[config.mk]
export PLATFORM = sky130hd
export DESIGN_NAME = wwhf_fifo
export DESIGN_NICKNAME = d
export VERILOG_FILES = /design/src/wwhf_fifo.sv
export SDC_FILE = /design/constraint.sdc
export NUM_CORES = 1
export LEC_CHECK = 0
export BUFFER_PORTS_ARGS = -buffer_cell sky130_fd_sc_hd__buf_2
export CAP_MARGIN = 20
export CORE_MARGIN = 2
export CORE_UTILIZATION = 50
export CTS_BUF_LIST = sky130_fd_sc_hd__clkbuf_8
export CTS_CLUSTER_SIZE = 12
export DETAILED_ROUTE_END_ITERATION = 8
export PLACE_DENSITY_LB_ADDON = 0.08
export SLEW_MARGIN = 20
export SYNTH_ARGS = -nofsm -noshare
export SYNTH_HDL_FRONTEND = slang
export SYNTH_SLANG_ARGS = --single-unit
[constraint.sdc]
create_clock -name i_clk -period 2.1 [get_ports i_clk]
set_input_delay 0.63 -clock i_clk [delete_from_list [all_inputs] [get_ports i_clk]]
set_output_delay 0.63 -clock i_clk [all_outputs]
set_load 0.01 [all_outputs]
[src/wwhf_fifo.sv]
// Two-entry queue used between front and back end and in front of the result ports.
module wwhf_fifo #(
    parameter int WIDTH = 8
) (
    input  logic             i_clk,
    input  logic             i_rst_n,
    input  logic             i_push,
    input  logic [WIDTH-1:0] i_data,
    output logic             o_full,
    input  logic             i_pop,
    output logic [WIDTH-1:0] o_data,
    output logic             o_empty
);
    logic [WIDTH-1:0] r_mem [2];
    logic             r_wptr, r_rptr;
    logic [1:0]       r_count;
    logic             do_push, do_pop;

    assign o_full  = (r_count == 2'd2);
    assign o_empty = (r_count == 2'd0);
    assign do_push = i_push && !o_full;
    assign do_pop  = i_pop && !o_empty;
    assign o_data  = r_mem[r_rptr];

    // Advance pointers and count
    always_ff @(posedge i_clk) begin
        if (!i_rst_n) begin
            r_wptr  <= 1'b0;
            r_rptr  <= 1'b0;
            r_count <= 2'd0;
        end else begin
            if (do_push) r_wptr <= !r_wptr;
            if (do_pop)  r_rptr <= !r_rptr;
            if (do_push && !do_pop)      r_count <= r_count + 2'd1;
            else if (do_pop && !do_push) r_count <= r_count - 2'd1;
        end
    end

    // Store the beat
    always_ff @(posedge i_clk) begin
        if (do_push) r_mem[r_wptr] <= i_data;
    end
endmodule

==> out/results.tsv <==
stage	metric	value	unit
timing	Hold Violations, Final	0	
clock_network	Clock Tree Buf Depth	2	
yosys	post-synthesis sequential area ratio	72.3	%
power_and_ir_drop	Peak VDD IR	0.000682	V
yosys	dominant cells by area after synthesis	edfxtp_1 (60%), dfxtp_1 (12%), mux2_2 (11%)	
power_and_ir_drop	Leak	0.404	nW
yosys	largest area contributor in the netlist	edfxtp_1	
clock_network	Clock Tree Root	clkbuf_8	
setup_path	CP required	1470	ps
floorplan	initial core utilization	53.3	%
setup_path	cell family with most CP delay	flip-flops	
timing	Tcrit/Tclk final	91.9	%
yosys	post-synth net total	64	
clock_network	Num CTS Buffers	3	
finish	area delta synth->final	21.7	%
setup_path	Arr. time, crit path	1300	ps
yosys	syn_area_per_cell	15.8	µm²
clock_network	H-tree lvl count	1	
global_routing	GRT Util Overall	13.2	%
floorplan	die area	0.00194	mm²
yosys	yosys warns	0	
clock_network	post-CTS setup buffer count	0	
setup_path	startpoint types	flop	
setup_path	critical path cell sequence	mux2_2, buf_2	
clock_network	CTS Hold Buffers Added	0	
finish	Final Net Count	90	
finish	layout cells sized above 1	46.1	%
setup_path	Critical Path End Type	output pin	
placement	GPL Wtd Cong	0.673	
timing	setup total negative slack	0	ps
clock_network	Sink Count	21	
timing	Max Slew Vio Count	0	
yosys	library cells used by synthesis	16	
setup_path	slowest cell on the critical path	dfxtp_1	
floorplan	DIE WIDTH	44.1	µm
global_routing	first-pass GRT wire length	1.75	mm
clock_network	clk slew on worst S/H paths	70	ps
worst_hold_path	HP Class	reg2reg	
routing	via count	463	
timing	Setup-failing EPs final	0	
clock_network	worst skew pair latency	250	ps
placement	hpwl dp	809	µm
clock_network	quantity of gates resized following cts	0	
timing	Worst-Margin Slew	383	ps
finish	Non-Filler Instances	92	
floorplan	number of cell rows	14	
timing	minimum clock period	1930	ps
setup_path	top fanout value on the critical path	8	
routing	Vias/cell	5.03	
outcome	status	finished clean	
setup_path	critical path's largest stage delay	530	ps
routing	drt wl/cell	12.2	µm
global_routing	maximum number of pins on one net before global-route repair	13	
floorplan	I/O pin count	22	
timing	slew margin rel.	74.5	%
finish	Ant. Diodes	0	
placement	Port Buffers	21	
routing	DRC errors left	0	
finish	# fillers	117	
clock_network	CTS tree	yes	
global_routing	antenna violations before repair	0	
routing	antenna-violating nets left	0	
routing	total iterations of the first detailed-routing run	4	
job	Max-Cap Viols	0	
setup_path	kind of critical path	reg2out	
placement	DP Worst Slack	319	ps
power_and_ir_drop	pwr/cell area	1200	mW/mm²
setup_path	worst path bufs/invs	1	
routing	Detailed Route Iter0 Violations	9	
timing	final worst setup slack	171	ps
routing	routed wire length	1.12	mm
timing	highest clock rate	0.518	GHz
timing	RSZ-0062 raised after global routing	no	
yosys	synthesized area	803	µm²
yosys	post-synth top area share	59.8	%
floorplan	core area	0.00151	mm²
timing	Final Skew	4.21	ps
global_routing	GRT overflow	0	
global_routing	vias in the first global route	422	
floorplan	DIE HEIGHT	44.1	µm
yosys	number of synthesized register bits	21	
yosys	Synth Instances	51	
placement	dpl cells	88	
-- cell usage in the layout (no fill, tap or decap) --
| cell type | instances |
|---|---|
| inv_1 | 3 |
| nor3_2 | 1 |
| and3_1 | 1 |
| buf_4 | 1 |
| o21a_1 | 1 |
| dfxtp_1 | 5 |
| edfxtp_1 | 16 |
| nand2b_1 | 1 |
| a21boi_0 | 1 |
| ha_1 | 1 |
| xor2_1 | 3 |
| a21oi_1 | 1 |
| clkbuf_8 | 3 |
| nor2_1 | 5 |
| buf_2 | 21 |
| mux2_2 | 8 |
| clkinv_2 | 1 |
| o21ai_0 | 2 |
| or3_1 | 1 |
-- layer usage --
metal / GRT usage [%] / share of wire (%)
met2: 21.2 / 48
met4: 7.27 / 2.2
met1: 14.7 / 42
met3: 5.71 / 7.1
met5: 0 / 0
-- report_power, final --
group          total [mW]  switching [mW]  internal [mW]
Clock               0.253           0.121          0.132
Combinational       0.334           0.165          0.169
Sequential          0.583          0.0528          0.530
Total                1.17           0.339          0.832
-- cell usage after synthesis --
library cell,number
edfxtp_1,16
mux2_2,8
dfxtp_1,5
nor2_1,5
inv_1,3
xor2_1,3
o21ai_0,2
a21boi_0,1
a21oi_1,1
and3_1,1
buf_2,1
ha_1,1
nand2b_1,1
nor3_2,1
o21a_1,1
or3_1,1
-- worst paths after layout --
| path | slack [ps] | startpoint | cells after the start | to |
|---|---|---|---|---|
| worst max-delay path | 170 | flop | 2 | o_data[4] |
| worst min-delay path | 510 | r_rptr$_SDFFE_PN0P_ | 2 | r_rptr$_SDFFE_PN0P_ |
| worst max register to register | 500 | r_count[0]$_SDFFE_PN0P_ | 6 | r_count[1]$_SDFFE_PN0P_ |
| worst min register to register | 510 | r_rptr$_SDFFE_PN0P_ | 2 | r_rptr$_SDFFE_PN0P_ |
-- worst reg2reg max path, stage by stage (launching register included) --
cell and delay, ps:
dfxtp_1 350, nand2b_1 170, inv_1 110, nor2_1 50, ha_1 320, or3_1 380
a21oi_1 140
-- registers in the layout, indices dropped and copies added (netlist names), named ones only --
name / flops
r_mem: 16
r_wptr: 1
r_count: 2
r_rptr: 1
-- kinds of logic (layout without fill, tap and decap cells) --
family          count (synthesis)  count (layout)  share of synthesized area (%)
compound gates                  5               5                           3.74
flops                          21              21                           72.3
fa+ha+maj                       1               1                           1.56
simple gates                    9               9                           5.92
mux                             8               8                           11.2
xor+xnor                        3               3                           3.27
buf+inv                         4              29                           2.02
-- area by class of cell --
| type | instances | area, µm² | area share (%) |
|---|---|---|---|
| clock buffer | 3 | 41.3 | 4.23 |
| tap | 16 | 20.0 | 2.05 |
| timing repair buffer | 22 | 113 | 11.5 |
| clock inverter | 1 | 5.00 | 0.512 |
| inverter | 3 | 11.3 | 1.15 |
| multi-input combinational | 26 | 206 | 21.1 |
| sequential | 21 | 581 | 59.4 |
-- stage by stage --
step                area [µm²]  utilization, %  hold WS (ps)  power, mW
detailed placement         931            61.8           488      0.931
global route               977            64.9           554       1.24
CTS                        977            64.9           516       1.19
floorplan                  803               -           472      0.814
global placement           931            61.8           487      0.925
finish                     977            64.9           513       1.17
No activity file was read; power rests on OpenSTA's default activity.
