File: config.mk
export PLATFORM = sky130hd
export DESIGN_NAME = wwhf_front
export DESIGN_NICKNAME = d
export VERILOG_FILES = /design/src/wwhf_pkg.sv /design/src/wwhf_front.sv
export SDC_FILE = /design/constraint.sdc
export NUM_CORES = 1
export LEC_CHECK = 0
export BUFFER_PORTS_ARGS = -buffer_cell sky130_fd_sc_hd__buf_2
export CORE_MARGIN = 1.5
export CORE_UTILIZATION = 50
export DETAILED_ROUTE_END_ITERATION = 8
export PLACE_DENSITY = 0.7
export SLEW_MARGIN = 30
export SYNTH_ARGS = -nofsm -noshare
export SYNTH_HDL_FRONTEND = slang
export SYNTH_SLANG_ARGS = --single-unit
File: constraint.sdc
create_clock -name i_clk -period 7.5 [get_ports i_clk]
set_input_delay 1.875 -clock i_clk [delete_from_list [all_inputs] [get_ports i_clk]]
set_output_delay 1.875 -clock i_clk [all_outputs]
set_load 0.1 [all_outputs]
File: src/wwhf_pkg.sv
// Shared constants, codes and types for the weighted window hole fill block.
package wwhf_pkg;

    // Default sizing of the block
    localparam int DEF_MAX_WIDTH        = 1024;
    localparam int DEF_MAX_HEIGHT       = 1024;
    localparam int DEF_MAX_RADIUS       = 3;
    localparam int DEF_VALUE_BITS       = 16;
    localparam int DEF_WEIGHT_FRAC_BITS = 16;

    // Configuration register indexes and field widths
    localparam int CFG_INDEX_BITS = 2;
    localparam int CFG_DATA_BITS  = 11;
    localparam logic [CFG_INDEX_BITS-1:0] CFG_FRAME_WIDTH   = 2'd0;
    localparam logic [CFG_INDEX_BITS-1:0] CFG_FRAME_HEIGHT  = 2'd1;
    localparam logic [CFG_INDEX_BITS-1:0] CFG_KERNEL_RADIUS = 2'd2;
    localparam int RADIUS_FIELD_BITS = 2;

    // Reset values of the registers
    localparam logic [CFG_DATA_BITS-1:0]     RST_FRAME_WIDTH   = 11'd1024;
    localparam logic [CFG_DATA_BITS-1:0]     RST_FRAME_HEIGHT  = 11'd1024;
    localparam logic [RADIUS_FIELD_BITS-1:0] RST_KERNEL_RADIUS = 2'd1;

    // Input item kinds
    localparam logic KIND_PIXEL = 1'b0;
    localparam logic KIND_FLUSH = 1'b1;

    // Back end sequencer states
    typedef enum logic [2:0] {
        B_IDLE,
        B_GATHER,
        B_DRAIN,
        B_PREP,
        B_DIV,
        B_PUSH
    } t_back_state;

endpackage

File: src/wwhf_front.sv
// Front end: accepts items, keeps raster positions, writes the line store, issues window jobs.
module wwhf_front #(
    parameter int MAX_WIDTH  = wwhf_pkg::DEF_MAX_WIDTH,
    parameter int MAX_HEIGHT = wwhf_pkg::DEF_MAX_HEIGHT,
    parameter int MAX_RADIUS = wwhf_pkg::DEF_MAX_RADIUS,
    parameter int VALUE_BITS = wwhf_pkg::DEF_VALUE_BITS,
    localparam int LINE_ROWS = 2 * MAX_RADIUS + 1,
    localparam int CB = $clog2(MAX_WIDTH),
    localparam int SB = $clog2(LINE_ROWS),
    localparam int RB = $clog2(MAX_RADIUS + 1),
    localparam int AB = $clog2(LINE_ROWS * MAX_WIDTH),
    localparam int JW = CB + SB + RB + 2
) (
    input  logic                                 i_clk,
    input  logic                                 i_rst_n,
    input  logic                                 i_cfg_valid,
    input  logic [wwhf_pkg::CFG_INDEX_BITS-1:0]  i_cfg_index,
    input  logic [wwhf_pkg::CFG_DATA_BITS-1:0]   i_cfg_data,
    input  logic                                 i_push,
    output logic                                 o_full,
    input  logic                                 i_kind,
    input  logic [VALUE_BITS-1:0]                i_pixel_value,
    input  logic                                 i_pixel_missing,
    input  logic                                 i_jq_empty,
    input  logic                                 i_back_busy,
    output logic                                 o_jq_push,
    output logic [JW-1:0]                        o_job,
    output logic                                 o_mem_we,
    output logic [AB-1:0]                        o_mem_addr,
    output logic [VALUE_BITS:0]                  o_mem_data
);
    localparam int WB = $clog2(MAX_WIDTH + 1);
    localparam int HB = $clog2(MAX_HEIGHT + 1);
    localparam int RWB = $clog2(MAX_HEIGHT);
    localparam int PB = $clog2(MAX_RADIUS * MAX_WIDTH + MAX_RADIUS + 2);

    logic [wwhf_pkg::CFG_DATA_BITS-1:0]     r_fw, r_fh;
    logic [wwhf_pkg::RADIUS_FIELD_BITS-1:0] r_kr;
    logic [CB-1:0]  r_in_col, r_out_col, n_in_col, n_out_col;
    logic [RWB-1:0] r_in_row, r_out_row, n_in_row, n_out_row;
    logic [SB-1:0]  r_in_slot, r_out_slot, n_in_slot, n_out_slot;
    logic [PB-1:0]  r_pend, n_pend, thr;
    logic [WB-1:0]  w_eff;
    logic [HB-1:0]  h_eff;
    logic [RB-1:0]  r_eff;
    logic           acc, is_pix, emit, interior, last;

    // Clamp registers to usable values
    always_comb begin
        if (r_fw == '0)                 w_eff = WB'(1);
        else if (int'(r_fw) > MAX_WIDTH) w_eff = WB'(MAX_WIDTH);
        else                            w_eff = WB'(r_fw);
        if (r_fh == '0)                  h_eff = HB'(1);
        else if (int'(r_fh) > MAX_HEIGHT) h_eff = HB'(MAX_HEIGHT);
        else                             h_eff = HB'(r_fh);
        if (int'(r_kr) > MAX_RADIUS) r_eff = RB'(MAX_RADIUS);
        else                         r_eff = RB'(r_kr);
        thr = PB'(PB'(r_eff) * PB'(w_eff)) + PB'(r_eff);
    end

    // Hold input while a job still reads the line store
    assign o_full = !i_jq_empty || i_back_busy;
    assign acc    = i_push && !o_full;
    assign is_pix = (i_kind == wwhf_pkg::KIND_PIXEL);

    // Decide emit and classify the center
    always_comb begin
        if (is_pix) emit = (r_pend + PB'(1)) > thr;
        else        emit = (r_in_row == '0) && (r_in_col == '0) && (r_pend != '0);
        interior = ((HB+1)'(r_out_row) >= (HB+1)'(r_eff))
                && (((HB+1)'(r_out_row) + (HB+1)'(r_eff)) < (HB+1)'(h_eff))
                && ((WB+1)'(r_out_col) >= (WB+1)'(r_eff))
                && (((WB+1)'(r_out_col) + (WB+1)'(r_eff)) < (WB+1)'(w_eff));
        last = ((HB+1)'(r_out_row) + (HB+1)'(1) == (HB+1)'(h_eff))
            && ((WB+1)'(r_out_col) + (WB+1)'(1) == (WB+1)'(w_eff));
    end

    assign o_jq_push  = acc && emit;
    assign o_job      = {last, interior, r_eff, r_out_slot, r_out_col};
    assign o_mem_we   = acc && is_pix;
    assign o_mem_addr = AB'(AB'(r_in_slot) * AB'(MAX_WIDTH)) + AB'(r_in_col);
    assign o_mem_data = i_pixel_missing ? {1'b1, {VALUE_BITS{1'b0}}}
                                        : {1'b0, i_pixel_value};

    // Advance raster positions
    always_comb begin
        n_in_col   = r_in_col;
        n_in_row   = r_in_row;
        n_in_slot  = r_in_slot;
        n_out_col  = r_out_col;
        n_out_row  = r_out_row;
        n_out_slot = r_out_slot;
        n_pend     = r_pend;
        if (acc && is_pix) begin
            if ((WB+1)'(r_in_col) + (WB+1)'(1) >= (WB+1)'(w_eff)) begin
                n_in_col  = '0;
                n_in_slot = (int'(r_in_slot) == LINE_ROWS - 1) ? '0 : r_in_slot + SB'(1);
                if ((HB+1)'(r_in_row) + (HB+1)'(1) >= (HB+1)'(h_eff)) n_in_row = '0;
                else n_in_row = r_in_row + RWB'(1);
            end else begin
                n_in_col = r_in_col + CB'(1);
            end
            if (!emit) n_pend = r_pend + PB'(1);
        end else if (acc && emit) begin
            n_pend = r_pend - PB'(1);
        end
        if (acc && emit) begin
            if ((WB+1)'(r_out_col) + (WB+1)'(1) >= (WB+1)'(w_eff)) begin
                n_out_col  = '0;
                n_out_slot = (int'(r_out_slot) == LINE_ROWS - 1) ? '0 : r_out_slot + SB'(1);
                if ((HB+1)'(r_out_row) + (HB+1)'(1) >= (HB+1)'(h_eff)) n_out_row = '0;
                else n_out_row = r_out_row + RWB'(1);
            end else begin
                n_out_col = r_out_col + CB'(1);
            end
        end
    end

    // Write registers and restart the stream on a register write
    always_ff @(posedge i_clk) begin
        if (!i_rst_n) begin
            r_fw       <= wwhf_pkg::RST_FRAME_WIDTH;
            r_fh       <= wwhf_pkg::RST_FRAME_HEIGHT;
            r_kr       <= wwhf_pkg::RST_KERNEL_RADIUS;
            r_in_col   <= '0;
            r_in_row   <= '0;
            r_in_slot  <= '0;
            r_out_col  <= '0;
            r_out_row  <= '0;
            r_out_slot <= '0;
            r_pend     <= '0;
        end else if (i_cfg_valid && (i_cfg_index inside {wwhf_pkg::CFG_FRAME_WIDTH,
                     wwhf_pkg::CFG_FRAME_HEIGHT, wwhf_pkg::CFG_KERNEL_RADIUS})) begin
            case (i_cfg_index)
                wwhf_pkg::CFG_FRAME_WIDTH:  r_fw <= i_cfg_data;
                wwhf_pkg::CFG_FRAME_HEIGHT: r_fh <= i_cfg_data;
                default: r_kr <= i_cfg_data[wwhf_pkg::RADIUS_FIELD_BITS-1:0];
            endcase
            r_in_col   <= '0;
            r_in_row   <= '0;
            r_in_slot  <= '0;
            r_out_col  <= '0;
            r_out_row  <= '0;
            r_out_slot <= '0;
            r_pend     <= '0;
        end else begin
            r_in_col   <= n_in_col;
            r_in_row   <= n_in_row;
            r_in_slot  <= n_in_slot;
            r_out_col  <= n_out_col;
            r_out_row  <= n_out_row;
            r_out_slot <= n_out_slot;
            r_pend     <= n_pend;
        end
    end
endmodule

==> results.cfg <==
[clock_network]
cts_buffer_depth = 2
cts_buffers = 9
tritoncts = yes
clock-sinks = 82
hold_buffers = 0
clkLatencyLatePin_ns = 0.35
clockRootBuffer = clkbuf_16
h-tree-depth = 3
path_clk_slew_ns = 0.06

[setup_path]
required_ns = 5.62
cp-endpoint = o_jq_push
path_class = reg -> out
worstSetupStartpoint = r_fw[7]
cp_max_fo = 5
end_kind = output pin
startpoint_type = flip-flop
r2r_slack_ns = 1.75
r2r_start = r_fw[7]
r2r-end = r_out_row[5]
reg2reg_depth = 21
crit_arrival_ns = 5.35

[layout]
layout.nets = 1152
ff_latch_area_um2 = 1640
multiInputGateArea_um2 = 5600
fill_cells = 1373
finish.utilization_pct = 57.7
drive_gt1_share_pct = 13.6
final_cells = 1188
n_antenna_cell = 0
final_area_um2 = 8450
area_growth_pct = 12.0

[timing]
setup_ws_ns = 0.271
skew_ns = 0.00872
fmax_mhz = 138
worstMarginPinSlew_ns = 0.802
relSlewSlack_pct = 46.5
fin_tns_setup_ns = 0
holdWs_ns = 0.523
fin_crit_ns = 7.23
period_share_pct = 96.4
hold_violations = 0
drv_slew = 0
finalSetupViolCount = 0

[detailed_routing]
ant_nets = 0
wl_per_cell_um = 16.9
drt_first_iter_violations = 390
drc_errors = 3
wl_um = 20100
viasPerCell = 5.89
dr.pass1.iters = 7
routed-via-count = 7001

[logic_synthesis]
syn_inst = 940
yosys_warnings = 0
netlist-cell-type-count = 73
yosysMostFrequentCell = ha_1
synth_area_leaders = dfxtp_1 (22%), ha_1 (19%), xnor2_1 (5.5%), nand2_1 (4.7%), a21oi_1 (3.8%)
async_flop_share_pct = 0
syn_area_um2 = 7540
synthTopCellsByCount = ha_1 (112), nand2_1 (95), dfxtp_1 (82)
synth_nets = 1093
yosysSeqAreaShare_pct = 21.8
synth_top_cell_area_share_pct = 21.8
yosys_register_bits = 82
synth_area_leader_cell = dfxtp_1
synth_flop_cell = dfxtp_1
synth_edf_count = 0
syn_avg_cell_area_um2 = 8.02

[pwr]
cellPowerDensity_nw_per_um2 = 137
power_mw = 1.16
p_leak_nw = 3.89
ir_worst_vdd_mv = 0.0982

[placed_design]
io_buffers = 86
hpwlAfterDp_um = 15300
place_inst = 1172
dp_slack_ns = 0.476
gp_congestion = 0.915
dpl_cell_area_um2 = 8090

[global_routing]
overflow = 0
track_usage_pct = 25.4
antenna_found_initial = 0
grt_pass1_wl_um = 32600
grt_pass1_vias = 6436
grt_max_degree = 25

[hold_path]
hold_path.class = reg -> reg
hold_depth = 2

[floorplanning]
io_pins = 87
start_util_pct = 51.5
die_w_um = 126
core_um2 = 14600
rows = 44
die_y_um = 126
die-area_um2 = 15800

[outcome]
outcome = finished, violations left
violations = DRC

[run]
maxCapViolations = 0
==> worst max-delay path: stages (launching register included) <==
cell,delay [ns]
dfxtp_1,0.36
nor4_4,0.35
nand3_2,0.15
a21oi_2,0.18
and2_1,0.16
fa_1,0.42
ha_1,0.24
fa_1,0.42
a21o_1,0.19
a21oi_2,0.16
o21ai_1,0.10
or4_1,0.43
a2111o_1,0.37
o211ai_1,0.11
ha_1,0.28
nand4_1,0.13
nor3_1,0.07
a211o_2,0.35
o21a_2,0.25
inv_2,0.09
buf_12,0.17
==> state kept, by name, indices dropped and copies added, names as in the netlist <==
name        flops
r_fh           11
r_out_row      10
r_pend         12
r_out_col      10
r_eff           2
r_out_slot      3
r_in_col       10
r_in_slot       3
r_fw           11
r_in_row       10
==> layout make-up <==
cell class | count | area share [%]
multi-input cells | 777 | 66.4
repair buffers | 97 | 6.25
clock inverters | 4 | 0.889
inverters | 32 | 1.42
clock buffers | 12 | 2.92
flip-flops and latches | 82 | 19.4
well taps | 184 | 2.73
==> report_power, final <==
| part | internal [mW] | switching, mW |
|---|---|---|
| Sequential | 0.443 | 0.0111 |
| Combinational | 0.0664 | 0.145 |
| Clock | 0.301 | 0.191 |
| Total | 0.811 | 0.347 |
==> cell families (layout without fill, tap and decap cells) <==
| group | Yosys count | in the layout | share of synthesized area (%) |
|---|---|---|---|
| and+or+nand+nor | 378 | 378 | 26.2 |
| AOI/OAI and AO/OA | 191 | 191 | 16.8 |
| adders and majority gates | 116 | 116 | 19.6 |
| DFF | 82 | 82 | 21.8 |
| buffers and inverters | 81 | 145 | 4.51 |
| xor gates and xnor gates | 68 | 68 | 7.90 |
| muxes | 24 | 24 | 3.19 |
==> how the worst min path moves through the flow <==
stage / slack [ns] / start / to
2_1_floorplan: 0.46 / r_fh[0] / r_fh[0]
3_3_place_gp: 0.48 / r_fh[0] / r_fh[0]
3_5_place_dp: 0.50 / r_fh[0] / r_fh[0]
4_1_cts: 0.51 / r_fh[0] / r_fh[0]
5_1_grt: 0.54 / r_fh[0] / r_fh[0]
6_report: 0.52 / r_fh[0] / r_fh[0]
==> cells in the final DEF, fill, tap and decap left out, types with 31 or more instances in the layout <==
cell and n:
ha_1 112, xnor2_1 47, buf_2 85, o21ai_0 35
and3_1 32, nor2_1 70, nand3_1 46, a21oi_1 56
dfxtp_1 82, nand2_1 95, inv_1 31
==> timing repair <==
item | in CTS | in global routing
buffers inserted | 0 | 0
resized for setup | 0 | 7
endpoints found under the setup margin | 0 | 1
endpoints found under the hold margin | 0 | 0
==> routing by layer <==
layer | global-route usage (%) | vias up | share of wire (%)
met3 | 3.40 | 28 | 4.1
met2 | 42.0 | 156 | 47
met5 | 0 | - | 0
met4 | 8.86 | 0 | 1.9
met1 | 34.1 | 3276 | 48
li1 | - | 3541 | -
(Power assumes the default switching activity.)
